[src/sv/hrps_pkg.sv]
// shared types and constants for the hid report priority scheduler
// no dependencies; imported by the controller, datapath and top level

package hrps_pkg;

  // request kinds carried on in_tuser
  typedef enum logic [1:0] {
    REQ_KEY_BYTE = 2'd0,
    REQ_USAGE    = 2'd1,
    REQ_SENT     = 2'd2,
    REQ_CLEAR    = 2'd3
  } req_t;

  // controller states, one-hot
  typedef enum logic [4:0] {
    ST_IDLE  = 5'b00001,
    ST_SCHED = 5'b00010,
    ST_KEY   = 5'b00100,
    ST_CLO   = 5'b01000,
    ST_CHI   = 5'b10000
  } state_t;

  // controller to datapath
  typedef struct packed {
    logic accept;     // input transfer this cycle
    logic key_start;  // begin keyboard report, read byte 0
    logic key_adv;    // byte taken, read next byte
    logic cons_pop;   // pop one usage, read it
    logic sel_cons;   // output from usage queue
    logic sel_hi;     // high byte of usage
  } dp_cmd_t;

  // datapath to controller
  typedef struct packed {
    logic want_send;  // accepted item calls for a send attempt
    logic can_key;    // transport free and keyboard report pending
    logic can_cons;   // transport free and queue not empty
    logic key_last;   // current keyboard byte is the final one
  } dp_stat_t;

  localparam int IN_TDATA_W  = 32;
  localparam int IN_TUSER_W  = 2;
  localparam int OUT_TDATA_W = 8;
  localparam int BYTE_W      = 8;
  localparam int KIDX_W      = 5;
  localparam int USAGE_W     = 16;
  localparam int LEN_CALC_W  = 7;

endpackage

[src/sv/hrps_ram.sv]
// generic single write port, single read port ram with registered read
// no dependencies

module hrps_ram #(
  parameter int WIDTH = 8,
  parameter int DEPTH = 16,
  localparam int AW = (DEPTH > 1) ? $clog2(DEPTH) : 1
) (
  input  logic             clk,
  input  logic             we,
  input  logic [AW-1:0]    waddr,
  input  logic [WIDTH-1:0] wdata,
  input  logic             re,
  input  logic [AW-1:0]    raddr,
  output logic [WIDTH-1:0] rdata
);

  logic [WIDTH-1:0] mem_r [DEPTH];
  logic [WIDTH-1:0] rdata_r;

  always_ff @(posedge clk) begin
    if (we) begin
      mem_r[waddr] <= wdata;
    end
    if (re) begin
      rdata_r <= mem_r[raddr];
    end
  end

  assign rdata = rdata_r;

endmodule

[src/sv/hrps_ctrl.sv]
// controller state machine for the hid report priority scheduler
// depends on hrps_pkg; drives the datapath through dp_cmd_t

module hrps_ctrl (
  input  logic              clk,
  input  logic              rst_n,
  input  logic              in_tvalid,
  output logic              in_tready,
  output logic              out_tvalid,
  input  logic              out_tready,
  input  hrps_pkg::dp_stat_t stat,
  output hrps_pkg::dp_cmd_t  cmd
);

  import hrps_pkg::*;

  state_t state_r, state_nxt;

  always_ff @(posedge clk) begin
    if (!rst_n) begin
      state_r <= ST_IDLE;
    end else begin
      state_r <= state_nxt;
    end
  end

  always_comb begin
    state_nxt  = state_r;
    cmd        = '0;
    in_tready  = 1'b0;
    out_tvalid = 1'b0;
    case (state_r)
      ST_IDLE: begin
        in_tready = 1'b1;
        if (in_tvalid) begin
          cmd.accept = 1'b1;
          if (stat.want_send) begin
            state_nxt = ST_SCHED;
          end
        end
      end
      ST_SCHED: begin
        if (stat.can_key) begin
          cmd.key_start = 1'b1;
          state_nxt     = ST_KEY;
        end else if (stat.can_cons) begin
          cmd.cons_pop = 1'b1;
          state_nxt    = ST_CLO;
        end else begin
          state_nxt = ST_IDLE;
        end
      end
      ST_KEY: begin
        out_tvalid = 1'b1;
        if (out_tready) begin
          if (stat.key_last) begin
            state_nxt = ST_IDLE;
          end else begin
            cmd.key_adv = 1'b1;
          end
        end
      end
      ST_CLO: begin
        out_tvalid   = 1'b1;
        cmd.sel_cons = 1'b1;
        if (out_tready) begin
          state_nxt = ST_CHI;
        end
      end
      ST_CHI: begin
        out_tvalid   = 1'b1;
        cmd.sel_cons = 1'b1;
        cmd.sel_hi   = 1'b1;
        if (out_tready) begin
          state_nxt = ST_IDLE;
        end
      end
      default: begin
        state_nxt = ST_IDLE;
      end
    endcase
  end

endmodule

[src/sv/hrps_datapath.sv]
// datapath: report banks, usage ring queue, scheduler state and output mux
// depends on hrps_pkg and hrps_ram; commanded by hrps_ctrl

module hrps_datapath #(
  parameter int QUEUE_DEPTH = 16,
  parameter int REPORT_MAX  = 29
) (
  input  logic                          clk,
  input  logic                          rst_n,
  input  hrps_pkg::dp_cmd_t             cmd,
  output hrps_pkg::dp_stat_t            stat,
  input  logic [1:0]                    req_type,
  input  logic [hrps_pkg::BYTE_W-1:0]   key_byte,
  input  logic [hrps_pkg::KIDX_W-1:0]   key_index,
  input  logic                          key_final,
  input  logic [hrps_pkg::USAGE_W-1:0]  usage_code,
  output logic [hrps_pkg::BYTE_W-1:0]   out_byte,
  output logic                          out_is_consumer,
  output logic                          out_last
);

  import hrps_pkg::*;

  localparam int IW = (REPORT_MAX > 1) ? $clog2(REPORT_MAX) : 1;
  localparam int LW = $clog2(REPORT_MAX + 1);
  localparam int BANK_DEPTH = 2 << IW;
  localparam int QW = $clog2(QUEUE_DEPTH);
  localparam int FW = $clog2(QUEUE_DEPTH + 1);
  localparam logic [LEN_CALC_W-1:0] RMAX_C = LEN_CALC_W'(REPORT_MAX);
  localparam logic [QW:0]   QD_C    = (QW+1)'(QUEUE_DEPTH);
  localparam logic [QW-1:0] QLAST_C = QW'(QUEUE_DEPTH - 1);
  localparam logic [FW-1:0] QFULL_C = FW'(QUEUE_DEPTH);

  logic          live_bank_r, live_bank_nxt;
  logic [LW-1:0] live_len_r,  live_len_nxt;
  logic          pending_r,   pending_nxt;
  logic          busy_r,      busy_nxt;
  logic [QW-1:0] head_r,      head_nxt;
  logic [FW-1:0] fill_r,      fill_nxt;
  logic [IW-1:0] idx_r,       idx_nxt;

  req_t                  req;
  logic                  in_range;
  logic                  q_full;
  logic                  q_push;
  logic [LEN_CALC_W-1:0] kidx_ext;
  logic [LEN_CALC_W-1:0] new_len;
  logic [QW:0]           tail_sum;
  logic [QW-1:0]         tail;
  logic [BYTE_W-1:0]     bank_rdata;
  logic [USAGE_W-1:0]    q_rdata;

  assign req      = req_t'(req_type);
  assign kidx_ext = LEN_CALC_W'(key_index);
  assign in_range = kidx_ext < RMAX_C;
  assign new_len  = in_range ? kidx_ext + LEN_CALC_W'(1) : RMAX_C;
  assign q_full   = (fill_r == QFULL_C);
  assign q_push   = cmd.accept && (req == REQ_USAGE) && !q_full;

  // ring tail, head + fill stays below twice the depth
  assign tail_sum = (QW+1)'(head_r) + (QW+1)'(fill_r);
  assign tail     = (tail_sum >= QD_C) ? QW'(tail_sum - QD_C) : QW'(tail_sum);

  always_comb begin
    stat.want_send = 1'b0;
    stat.can_key   = !busy_r && pending_r;
    stat.can_cons  = !busy_r && (fill_r != '0);
    stat.key_last  = (LEN_CALC_W'(idx_r) + LEN_CALC_W'(1)) == LEN_CALC_W'(live_len_r);
    case (req)
      REQ_KEY_BYTE: stat.want_send = key_final;
      REQ_USAGE:    stat.want_send = !q_full;
      REQ_SENT:     stat.want_send = 1'b1;
      REQ_CLEAR:    stat.want_send = 1'b0;
      default:      stat.want_send = 1'b0;
    endcase
  end

  always_comb begin
    live_bank_nxt = live_bank_r;
    live_len_nxt  = live_len_r;
    pending_nxt   = pending_r;
    busy_nxt      = busy_r;
    head_nxt      = head_r;
    fill_nxt      = fill_r;
    idx_nxt       = idx_r;
    if (cmd.accept) begin
      case (req)
        REQ_KEY_BYTE: begin
          if (key_final) begin
            live_bank_nxt = ~live_bank_r;
            live_len_nxt  = LW'(new_len);
            pending_nxt   = 1'b1;
          end
        end
        REQ_USAGE: begin
          if (!q_full) begin
            fill_nxt = fill_r + FW'(1);
          end
        end
        REQ_SENT: begin
          busy_nxt = 1'b0;
        end
        REQ_CLEAR: begin
          pending_nxt = 1'b0;
          fill_nxt    = '0;
          busy_nxt    = 1'b0;
        end
        default: begin
          busy_nxt = busy_r;
        end
      endcase
    end
    if (cmd.key_start) begin
      pending_nxt = 1'b0;
      busy_nxt    = 1'b1;
      idx_nxt     = '0;
    end
    if (cmd.key_adv) begin
      idx_nxt = idx_r + IW'(1);
    end
    if (cmd.cons_pop) begin
      busy_nxt = 1'b1;
      fill_nxt = fill_r - FW'(1);
      head_nxt = (head_r == QLAST_C) ? '0 : head_r + QW'(1);
    end
  end

  always_ff @(posedge clk) begin
    if (!rst_n) begin
      live_bank_r <= 1'b0;
      live_len_r  <= '0;
      pending_r   <= 1'b0;
      busy_r      <= 1'b0;
      head_r      <= '0;
      fill_r      <= '0;
    end else begin
      live_bank_r <= live_bank_nxt;
      live_len_r  <= live_len_nxt;
      pending_r   <= pending_nxt;
      busy_r      <= busy_nxt;
      head_r      <= head_nxt;
      fill_r      <= fill_nxt;
    end
  end

  always_ff @(posedge clk) begin
    idx_r <= idx_nxt;
  end

  // bank address is {bank, byte index}; writes go to the staging bank
  hrps_ram #(
    .WIDTH (BYTE_W),
    .DEPTH (BANK_DEPTH)
  ) u_bank_ram (
    .clk   (clk),
    .we    (cmd.accept && (req == REQ_KEY_BYTE) && in_range),
    .waddr ({~live_bank_r, kidx_ext[IW-1:0]}),
    .wdata (key_byte),
    .re    (cmd.key_start || cmd.key_adv),
    .raddr ({live_bank_r, idx_nxt}),
    .rdata (bank_rdata)
  );

  hrps_ram #(
    .WIDTH (USAGE_W),
    .DEPTH (QUEUE_DEPTH)
  ) u_queue_ram (
    .clk   (clk),
    .we    (q_push),
    .waddr (tail),
    .wdata (usage_code),
    .re    (cmd.cons_pop),
    .raddr (head_r),
    .rdata (q_rdata)
  );

  always_comb begin
    if (!cmd.sel_cons) begin
      out_byte = bank_rdata;
    end else if (cmd.sel_hi) begin
      out_byte = q_rdata[USAGE_W-1:BYTE_W];
    end else begin
      out_byte = q_rdata[BYTE_W-1:0];
    end
  end

  assign out_is_consumer = cmd.sel_cons;
  assign out_last        = cmd.sel_cons ? cmd.sel_hi : stat.key_last;

endmodule

[src/sv/hid_report_priority_scheduler_top.sv]
// top level of the hid report priority scheduler
// depends on hrps_pkg, hrps_ctrl, hrps_datapath (which holds two hrps_ram)

// The block takes one request at a time on the in_ stream and hands report
// bytes to the transport on the out_ stream. A keyboard report is staged byte
// by byte in the idle bank; its final byte swaps banks and marks the report
// pending, so the newest complete report wins. Consumer usages enter a ring
// queue of QUEUE_DEPTH entries and are dropped without notice when it is
// full. When the transport is free, a pending keyboard report goes first as
// a run of bytes (tlast on the final one), otherwise one usage goes as two
// bytes, low byte first. The transport stays busy until a "report sent"
// request; "clear" drops the pending report, empties the queue and frees the
// transport. A request that calls for a send passes through a scheduling
// step before any byte is offered. The report bank ram has one registered
// read port and streams one byte per cycle while the transport takes it.
// No new request is taken until the last byte of a report has been
// transferred. No clearing pass is needed after reset.

module hid_report_priority_scheduler_top #(
  parameter int QUEUE_DEPTH = 16,   // usage queue entries, 2 to 256
  parameter int REPORT_MAX  = 29    // keyboard report bytes, 1 to 32
) (
  input  logic                                  clk,
  input  logic                                  rst_n,
  // input stream
  input  logic                                  in_tvalid,
  output logic                                  in_tready,
  // key_byte[7:0], key_index[12:8], usage_code[28:13], zero[31:29]
  input  logic [hrps_pkg::IN_TDATA_W-1:0]       in_tdata,
  // req_type[1:0]
  input  logic [hrps_pkg::IN_TUSER_W-1:0]       in_tuser,
  // key_final
  input  logic                                  in_tlast,
  // result stream
  output logic                                  out_tvalid,
  input  logic                                  out_tready,
  // out_byte[7:0]
  output logic [hrps_pkg::OUT_TDATA_W-1:0]      out_tdata,
  // out_is_consumer[0]
  output logic                                  out_tuser,
  // out_last
  output logic                                  out_tlast
);

  import hrps_pkg::*;

  dp_cmd_t  cmd;
  dp_stat_t stat;

  // controller: sequences accept, schedule and byte transfers
  hrps_ctrl u_ctrl (
    .clk        (clk),
    .rst_n      (rst_n),
    .in_tvalid  (in_tvalid),
    .in_tready  (in_tready),
    .out_tvalid (out_tvalid),
    .out_tready (out_tready),
    .stat       (stat),
    .cmd        (cmd)
  );

  // datapath: banks, queue, scheduler flags, output byte select
  hrps_datapath #(
    .QUEUE_DEPTH (QUEUE_DEPTH),
    .REPORT_MAX  (REPORT_MAX)
  ) u_datapath (
    .clk             (clk),
    .rst_n           (rst_n),
    .cmd             (cmd),
    .stat            (stat),
    .req_type        (in_tuser[1:0]),
    .key_byte        (in_tdata[7:0]),
    .key_index       (in_tdata[12:8]),
    .key_final       (in_tlast),
    .usage_code      (in_tdata[28:13]),
    .out_byte        (out_tdata),
    .out_is_consumer (out_tuser),
    .out_last        (out_tlast)
  );

`ifndef NO_ASSERTIONS
  // one item at a time: no input transfer while a result is offered
  a_no_accept_while_sending: assert property (@(posedge clk) disable iff (!rst_n)
    out_tvalid |-> !in_tready)
    else $error("input ready while a result is offered");

  // no result is offered right after an accepted request; scheduling or idle comes first
  a_sched_after_accept: assert property (@(posedge clk) disable iff (!rst_n)
    (in_tvalid && in_tready) |=> !out_tvalid)
    else $error("result offered right after input transfer");

  // the low usage byte is always followed by the high usage byte
  a_usage_pair: assert property (@(posedge clk) disable iff (!rst_n)
    (out_tvalid && out_tready && out_tuser && !out_tlast)
      |=> (out_tvalid && out_tuser && out_tlast))
    else $error("consumer low byte not followed by high byte");

  // a report ends with a return to idle
  a_idle_after_last: assert property (@(posedge clk) disable iff (!rst_n)
    (out_tvalid && out_tready && out_tlast) |=> (!out_tvalid && in_tready))
    else $error("no return to idle after final byte");
`endif

endmodule
[config.mk]
export PLATFORM = sky130hd
export DESIGN_NAME = hid_report_priority_scheduler_top
export DESIGN_NICKNAME = d
export VERILOG_FILES = /design/src/sv/hrps_pkg.sv /design/src/sv/hrps_ram.sv /design/src/sv/hrps_ctrl.sv /design/src/sv/hrps_datapath.sv /design/src/sv/hid_report_priority_scheduler_top.sv
export SDC_FILE = /design/constraint.sdc
export NUM_CORES = 1
export LEC_CHECK = 0
export BUFFER_PORTS_ARGS = -buffer_cell sky130_fd_sc_hd__buf_2
export CORE_MARGIN = 2
export CORE_UTILIZATION = 61
export CTS_CLUSTER_DIAMETER = 150
export DETAILED_ROUTE_END_ITERATION = 10
export PLACE_DENSITY = 0.85
export SETUP_SLACK_MARGIN = 0.2
export SLEW_MARGIN = 5
export SYNTH_ARGS = -nofsm -noshare
export SYNTH_HDL_FRONTEND = slang
export SYNTH_SLANG_ARGS = --single-unit
[constraint.sdc]
create_clock -name clk -period 8.5 [get_ports clk]
set_clock_uncertainty 0.05 [all_clocks]
set_input_delay 0.85 -clock clk [delete_from_list [all_inputs] [get_ports clk]]
set_output_delay 0.85 -clock clk [all_outputs]
set_load 0.02 [all_outputs]
Yosys cells after proc, flatten, opt, wreduce, memory -nomap -nowiden
Memories as Yosys holds them, arrays and structs flattened. A register that Yosys moved wholly into a read port is not among the register bits.
Cells that the tools add are included.
Widths: inputs -> output; s select.

storage, ports and cells
  bits in registers = 27
  RAM bits = 768
  input bits = 39
  output and inout port bits = 12
  logic and storage cells = 112
  memories = 2

memory list
  memory                        words  bits a word  read ports  clocked after memory_dff  write ports  line            text
  u_datapath.u_bank_ram.mem_r   64     8            1           1                         1            hrps_ram.sv:18  logic [WIDTH-1:0] mem_r [DEPTH];
  u_datapath.u_queue_ram.mem_r  16     16           1           1                         1            hrps_ram.sv:18

operators by class
  $add $sub $neg = 8
  magnitude comparators = 2
  equality and inequality tests = 19
  multiplexer cells = 46
  bitwise gates (word level) = 2
  reductions and logical operators = 25

operators by type and width
  operator             count
  $mux 5               12
  $pmux 5 s5           1
  $mux 1               24
  $mux 4               4
  $mux 8               2
  $add 5x1->5 const B  3
  $ne 2x2->1 const B   6
  $eq 5x5->1 const B   2
  $pmux 5 s2           1
  $reduce_and 3->1     3
  $reduce_bool 3->1    3
  $eq 7x5->1           1
  $add 5x1->6 const B  1
  $logic_and 1x1->1    6
  $reduce_and 6->1     1
  $reduce_or 2->1      3
  $add 4x5->5          1
  $eq 5x1->1 const B   1
  $eq 5x2->1 const B   1
  $eq 5x3->1 const B   1
  $eq 5x4->1 const B   1
  $ge 5x5->1 const B   1
  $lt 5x5->1 const B   1
  $reduce_bool 5->1    1
  other kinds (17)     21

Depth between registers and ports, before layout
Gate-level depths: netlist of the first run.

  word-level depth = 7
  gate-level depth with buffers = 16
  mapped depth without buffers = 12

Modules after synthesis
Synthesis of the first run repeated with hierarchy kept, for this count alone.

unflattened totals
  cell total of the unflattened synthesis = 1629
  area, all modules = 32523.7 µm²

modules (own cells, without submodules)
  module                              instances  cells an instance  area each (µm²)  sequential area each (µm²)
  hrps_ram at u_datapath.u_bank_ram   1          940                20246.9          15615.0
  hrps_ram at u_datapath.u_queue_ram  1          432                10203.5          8167.8
  hrps_datapath                       1          204                1649.1           440.4
  hrps_ctrl                           1          53                 424.2            100.1

Worst setup path after synthesis of the first run
No wires, ideal clock.

  kind = reg2reg
  start point = register u_ctrl.state_r[1]
  end point = memory u_datapath.u_queue_ram.mem_r[0][0] in the netlist's numbering (enable)
  library setup time = 0.388 ns
  arrival = 3.185 ns
  required time = 8.062 ns
  path slack = 4.877 ns
  cell stages (with the launch flop) = 8
  path buffers = 0
  period minus slack after synthesis = 3.623 ns
  path through = dfxtp_1 nor2_1 nand2_1 nor3_1 nand2_1 nor3_1 or3b_2 nor2_1

on the way
  word-level cells in the longest chain between the ends = 6

ends and longest elaborated chain
  what                            line                 text
  start: declaration              hrps_ctrl.sv:17      state_t state_r, state_nxt;
  start signal: assignment        hrps_ctrl.sv:23      state_r <= state_nxt;
  $eq 5x1->1                      hrps_ctrl.sv:32      case (state_r)
  $mux 1                          hrps_ctrl.sv:32
  $logic_and 1x1->1 (2 in a row)  hrps_datapath.sv:58  assign q_push = cmd.accept && (req == REQ_USAGE) && !q_full;
  $mux 1                          hrps_ram.sv:22       if (we) begin
  $mux 1 (not written as such)    hrps_ram.sv:23       mem_r[waddr] <= wdata;
  end: declaration                hrps_ram.sv:18

No other way between the ends.

Final worst setup path of the first run
  start point = register u_datapath.idx_r[1]
  end point = register u_datapath.u_bank_ram.rdata_r[5], in the netlist u_datapath.u_bank_ram.rdata[5] (read register of u_datapath.u_bank_ram.mem_r) (data pin)

on the way
  word-level cells in the longest chain between the ends = 6
  elaborated cells on any way between the ends = 9
  classes of those cells = add/sub: 2; eq/ne: 1; mux: 5; reduce/logical: 1

ends and longest elaborated chain
  what                                        line                                        text
  start: declaration                          hrps_datapath.sv:40                         logic [IW-1:0] idx_r, idx_nxt;
  start signal: assignment                    hrps_datapath.sv:147                        idx_r <= idx_nxt;
  $add 5x1->6                                 hrps_datapath.sv:68                         stat.key_last = (LEN_CALC_W'(idx_r) + LEN_CALC_W'(1)) == LEN_CALC_W'(live_len_r);
  $eq 7x5->1                                  hrps_datapath.sv:68
  $mux 1                                      hrps_ctrl.sv:56                             if (stat.key_last) begin
  $mux 1                                      hrps_ctrl.sv:55                             if (out_tready) begin
  $mux 1                                      hrps_ctrl.sv:32
  $mux 5 or $logic_or 1x1->1 (tied branches)  hrps_datapath.sv:118, hrps_datapath.sv:159
  end: declaration                            hrps_ram.sv:19                              logic [WIDTH-1:0] rdata_r;

Several ways; a longest one is shown, not always the timed one.
A chain may end at the register's enable or synchronous reset.

==> results of run 1 <==
[state kept, by name, indices dropped and copies added, names as in the netlist]
name / flops
u_datapath.u_bank_ram.mem_r: 512
u_datapath.u_queue_ram.mem_r: 256
u_datapath.busy_r: 1
u_datapath.pending_r: 1
u_datapath.head_r: 4
u_datapath.live_len_r: 5
u_datapath.u_queue_ram.rdata: 16
u_datapath.fill_r: 5
u_datapath.idx_r: 5
u_datapath.u_bank_ram.rdata: 8
u_datapath.live_bank_r: 1
u_ctrl.state_r: 5
[final timing paths]
kind                       startpoint                        endpoint  slack, ns  depth (start not counted)
max               u_datapath.idx_r[1]  u_datapath.u_bank_ram.rdata[5]       2.83                         13
min          u_datapath.live_len_r[1]        u_datapath.live_len_r[1]       0.45                          2
max reg2reg       u_datapath.idx_r[1]  u_datapath.u_bank_ram.rdata[5]       2.83                         13
min reg2reg  u_datapath.live_len_r[1]        u_datapath.live_len_r[1]       0.45                          2
[cells by family after synthesis]
logic type               synth area share [%]
AND/OR/NAND/NOR                          6.43
AO/OA/AOI/OAI                            5.02
multiplexers                             10.8
adder cells (fa/ha/maj)                 0.371
flip-flops                               75.1
other                                  0.0116
buffers and inverters                    1.65
XOR/XNOR                                0.591
[per-layer routing]
| metal | up-vias | part of all wire, % | global-route usage, % |
|---|---|---|---|
| met1 | 9175 | 35 | 37.4 |
| met5 | - | 0.094 | 0 |
| met4 | 12 | 5.1 | 12.6 |
| li1 | 7654 | - | - |
| met2 | 1321 | 50 | 48.3 |
| met3 | 301 | 10 | 6.30 |
[where the power goes]
| part | internal (uW) | switching, uW | leakage (uW) |
|---|---|---|---|
| Sequential | 4460 | 20.1 | 0.00738 |
| Clock | 1890 | 1450 | 0.00121 |
| Combinational | 92.6 | 253 | 0.00341 |
| Total | 6450 | 1720 | 0.0120 |
[through the flow]
stage               total power, uW  instances  worst slack (ns)
CTS                            8170       2752              2.99
detailed placement             4890       2607              3.09
global placement               4880       2607              3.15
global route                   8370       2755              2.48
floorplan                      4740       1931              4.88
finish                         8170       2755              2.83
[placed cells by master (no fill, tap or decap), drive strengths merged, types with 6 or more instances in the layout]
cell type,Yosys,final
edfxtp,792,792
clkinv,0,34
ha,8,8
nand2,249,249
a31oi,13,13
nor2,100,100
a22oi,16,16
conb,1,48
nor3,12,12
mux2i,68,68
clkbuf,35,104
nor4,19,19
nand3,56,56
a22o,13,13
a32o,8,8
a21oi,99,99
xor2,11,11
o22ai,21,21
a41oi,8,8
mux4,124,124
xnor2,10,10
o21ai,27,27
buf,59,83
inv,12,14
nand3b,6,6
a2111oi,6,6
nor2b,6,6
nand2b,6,6
dfxtp,27,27
a221oi,16,16
or3,7,7
[cell usage after synthesis (4+ instances only)]
master	n	area [um^2]
inv_1	10	37.5
ha_1	8	100
nand2_1	249	935
nor2_1	100	375
nand3b_1	6	45.0
xor2_1	10	87.6
or2_2	5	31.3
buf_1	8	30.0
mux2i_1	68	681
nand3_1	56	280
nor2b_1	6	37.5
a21oi_1	99	495
a41oi_1	8	70.1
xnor2_1	10	87.6
nand4_1	5	31.3
o21ai_0	24	120
and2_1	4	25.0
buf_2	37	185
buf_6	8	90.1
edfxtp_1	792	23800
a32o_1	8	80.1
o211ai_1	5	37.5
nor3_1	12	60.1
a2111oi_0	6	52.6
or3_1	7	43.8
a22o_1	13	114
mux4_2	124	2790
nor4_1	18	113
buf_4	5	37.5
o22ai_1	21	131
a221oi_1	16	140
a22oi_1	16	120
dfxtp_1	27	541
a31oi_1	13	81.3
clkbuf_1	35	131
nand2b_1	6	37.5
[layout make-up]
type                            instances  area, um^2
Sequential cell                       819       24300
Multi-Input combinational cell       1006        7700
Clock inverter                         41         282
Timing Repair Buffer                   83         531
Clock buffer                          104        2170
Inverter                               12        45.0
Tap cell                              688         861
Antenna cell                            2        5.00
Fill cell                            3126       16600
[critical path, cell delays in order, from the launching register on]
cell	delay, ns
dfxtp_1	0.44
ha_1	0.31
nand3_1	0.22
xnor2_1	0.21
nor4_2	0.80
o211ai_1	0.20
and2_4	0.38
inv_2	0.88
buf_4	0.64
nand2_1	0.12
a32o_1	0.27
o22ai_1	0.25
a31oi_1	0.15
a41oi_1	0.46
==> impl_metrics.csv, run 1 <==
group,metric,value,unit
status,status,"finished, final reports clean",
worst_setup_path,critical_path.startpoint_type,"flop",
clock_network,clock_sinks,819,
drt,routed_wirelength,76800,um
timing,finalSetupTns,0,ns
timing,drv_slew,0,
floorplanning,core,52600,um^2
placement,portBuffers,47,
clock_network,cts_htree_levels,3,
worst_setup_path,end_kind,"flop",
global_routing,track_usage,29.0,%
floorplanning,rows,84,
yosys,synth_edf_count,792,
yosys,netlist_area,32400,um^2
timing,worstMarginPinSlew,1.27,ns
floorplanning,initial_core_util,61.6,%
finish,postLayoutCellArea,35900,um^2
yosys,ys_seq_area_share,75.1,%
drt,drtIter0Drc,2947,
clock_network,cts_buffers,78,
clock_network,cts_resized,0,
clock_network,clk_pin_slew,0.06,ns
worst_setup_path,cp.required,8.83,ns
timing,grt_setup_unrepaired,"no",
drt,dr_total_vias,18500,
finish,fin_nets,2048,
finish,drive_gt1_share,16.2,%
timing,setup_viol,0,
drt,drt-pass1-iter-count,8,
global_routing,grt_pass1_vias,18600,
floorplanning,floorplan.die_area,54900,um^2
floorplanning,ios,51,
floorplanning,die_w,234,um
finish,final_core_util,68.4,%
drt,via_per_inst,6.70,
pwr,peakVddDrop,216,uV
yosys,syn_inst,1884,
floorplanning,die_h,234,um
drt,wire_per_inst,27.9,um
pwr,cellLeakagePower,0.0120,uW
timing,clock.fmax,176,MHz
yosys,ys_types,62,
hold_path,hold_path.class,"flop to flop",
placement,hpwl,44000,um
placement,dpl_cell_area,33400,um^2
clock_network,root_buffer,"clkbuf_16",
timing,hold_viol,0,
pwr,powerDensity,227,nW/um^2
global_routing,gr-total-overflow,0,
global_routing,grt_max_degree,131,
yosys,yosys_most_used_dff,"edfxtp_1",
clock_network,postCtsHoldBufs,0,
worst_setup_path,crit_arrival,6.00,ns
timing,slew_headroom,15.2,%
clock_network,cts_tree,"built",
yosys,yosysWarnings,0,
drt,drc_errors,0,
worst_setup_path,critPathMaxFanout,56,
yosys,ys_seq_elements,819,
yosys,syn_avg_cell_area,17.2,um^2
global_routing,antenna_found_initial,8,
worst_setup_path,crit_type,"flop to flop",
clock_network,clockBufferDepth,3,
drt,ant_nets,0,
yosys,async_reset_ff_share,0,%
placement,gp_congestion,0.894,
job,drv_cap,0,
global_routing,grt_pass1_wl,115000,um
finish,area_growth,11.0,%
clock_network,cts_setup_buffers,0,
timing,finalCritPeriodShare,66.7,%
timing,post-route-min-period,5.67,ns
timing,hold_ws,0.446,ns
clock_network,insertion_delay,0.62,ns
(Power assumes the default switching activity.)
==> inputs of run 2 (changes only) <==
- CORE_UTILIZATION: 61 -> 56
- PLACE_DENSITY: 0.85 -> 0.82
- clock period: 8.5 -> 5.2 ns (I/O delays scaled with it)
==> impl_metrics.csv, run 2 (synthesized netlist as in run 1, its figures left out) <==
group,metric,value,unit
status,status,"finished, final reports clean",
worst_setup_path,reg2reg_depth,13,
drt,drt-pass1-iter-count,7,
finish,seq_area,24300,um^2
worst_setup_path,worstReg2RegEnd,"u_datapath.u_bank_ram.rdata[5]",
clock_network,postCtsHoldBufs,0,
floorplanning,die_h,244,um
floorplanning,die_w,244,um
timing,slew_headroom,15.3,%
worst_setup_path,end_kind,"flop",
hold_path,min_from,"rst_n",
floorplanning,core,57500,um^2
finish,final_cell_mix,"edfxtp_1 (792), nand2_1 (249), mux4_2 (124)",
hold_path,hold_end,"u_ctrl.state_r[1]",
timing,drv_slew,0,
global_routing,gr-total-overflow,0,
worst_setup_path,cp.required,5.50,ns
timing,grt_setup_unrepaired,"no",
clock_network,clock_sinks,819,
global_routing,grt_max_degree,74,
floorplanning,ios,51,
hold_path,whs_path_depth,3,
timing,hold_viol,0,
worst_setup_path,critPathSlowestCell,"nor4_1",
worst_setup_path,crit_type,"flop to flop",
pwr,p_total,13600,uW
clock_network,root_buffer,"clkbuf_16",
timing,finalCritPeriodShare,85.8,%
clock_network,cts_tree,"built",
clock_network,insertion_delay,0.63,ns
worst_setup_path,r2r_slack,0.74,ns
global_routing,antenna_found_initial,6,
worst_setup_path,path_buf_inv,2,
drt,met2_length,37600,um
drt,drt-met1-wl,26900,um
drt,drtIter0Drc,2441,
global_routing,grt_pass1_vias,18400,
drt,highest_layer,"met5",
job,drv_cap,0,
clock_network,cts_setup_buffers,0,
drt,ant_nets,0,
clock_network,cts_htree_levels,3,
placement,hpwl,43200,um
worst_setup_path,crit_family,"simple AND/OR/NAND/NOR gates",
drt,drc_errors,0,
drt,wire_per_inst,26.8,um
drt,via_per_inst,6.47,
clock_network,cts_resized,0,
timing,clock.fmax,224,MHz
pwr,cellLeakagePower,0.0121,uW
finish,final_common_cell,"edfxtp_1",
timing,post-route-min-period,4.46,ns
worst_setup_path,cp_cell_sequence,"ha_1, nand3_1, xnor2_1, nor4_2, buf_4, nor2_1, mux2_2, inv_1, or3_1, nand2b_1, o22ai_1, nor4_1, a41oi_1",
hold_path,hold_path.class,"input port to flop",
clock_network,clockBufferDepth,3,
floorplanning,rows,88,
timing,worstMarginPinSlew,1.27,ns
floorplanning,initial_core_util,56.3,%
finish,area_growth,12.1,%
timing,setup_viol,0,
finish,regMostFlops,"u_datapath.u_bank_ram.mem_r",
finish,multi_input_area,7750,um^2
timing,finalSetupTns,0,ns
drt,wl_met3,8660,um
placement,portBuffers,47,
worst_setup_path,critical_path.startpoint_type,"flop",
global_routing,grt_pass1_wl,113000,um
finish,drive_gt1_share,17.5,%
pwr,peakVddDrop,329,uV
floorplanning,floorplan.die_area,59800,um^2
clock_network,clk_pin_slew,0.06,ns
clock_network,cts_buffers,79,
worst_setup_path,slowest_delay,0.54,ns
finish,largest_reg_flops,512,
drt,dr_total_vias,18400,
worst_setup_path,rr_startpoint,"u_datapath.idx_r[0]",
global_routing,track_usage,25.8,%
placement,gp_congestion,0.899,
finish,fin_nets,2058,
drt,routed_wirelength,76300,um
finish,fillers,3743,
worst_setup_path,critPathMaxFanout,17,
worst_setup_path,crit_arrival,4.76,ns
pwr,powerDensity,374,nW/um^2
run 2: changes by cell type in the layout (fill, tap and decap cells not counted), sizes merged:
| cell | before | now |
|---|---|---|
| clkinv | 34 | 32 |
| clkinvlp | 2 | 3 |
| inv | 14 | 16 |
| diode | 2 | 6 |
| clkbuf | 104 | 95 |
| buf | 83 | 92 |
| bufinv | 3 | 7 |
run 2: cell type report:
cell class                      count  share of cell area, %
Antenna cell                        6                 0.0414
Clock buffer                       95                   5.78
Clock inverter                     46                   1.28
Inverter                           12                  0.124
Multi-Input combinational cell   1006                   21.4
Sequential cell                   819                   67.0
Tap cell                          765                   2.64
Timing Repair Buffer               92                   1.75
run 2: worst max path at each step:
stage / startpoint / to / slack, ns / cells past startpoint
2_1_floorplan: u_ctrl.state_r[1] / u_datapath.u_queue_ram.mem_r[0][0] / 1.58 / 7
3_3_place_gp: u_datapath.idx_r[0] / u_datapath.u_bank_ram.rdata[5] / 0.92 / 13
3_5_place_dp: u_datapath.idx_r[0] / u_datapath.u_bank_ram.rdata[5] / 0.77 / 13
4_1_cts: u_datapath.idx_r[0] / u_datapath.u_bank_ram.rdata[5] / 0.79 / 13
5_1_grt: u_datapath.idx_r[0] / u_datapath.u_bank_ram.rdata[5] / 0.40 / 13
6_report: u_datapath.idx_r[0] / u_datapath.u_bank_ram.rdata[5] / 0.74 / 13
run 2: per-layer routing:
metal | vias to the layer above | GRT usage (%)
li1 | 7654 | -
met1 | 9197 | 33.1
met2 | 1288 | 42.2
met3 | 242 | 6.61
met4 | 6 | 10.5
met5 | - | 0.327
run 2: power breakdown:
part	switching [uW]	leakage (uW)	internal (uW)
Combinational	403	0.00346	156
Clock	2440	0.00124	3240
Sequential	29.6	0.00738	7290
Total	2870	0.0121	10700
run 2: metrics by stage:
step	setup slack [ns]	util (%)	std cells	cell area [um^2]	hold slack, ns
after detailed placement	0.769	58.7	2694	33700	0.408
after floorplan	1.58	-	1931	32600	0.394
final	0.739	63.1	2841	36300	0.122
after global placement	0.923	58.7	2694	33700	0.414
after CTS	0.794	63.1	2835	36300	0.0956
after global routing	0.403	63.1	2836	36300	0.128
run 2: worst register-to-register path, delay by kind of cell (launching register included):
family | cells | cell delay [ns]
AND/OR/NAND/NOR | 6 | 1.88
buffers and inverters | 2 | 0.53
multiplexers | 1 | 0.44
flip-flops | 1 | 0.41
AO/OA/AOI/OAI | 2 | 0.37
adder cells (fa/ha/maj) | 1 | 0.29
XOR/XNOR | 1 | 0.22
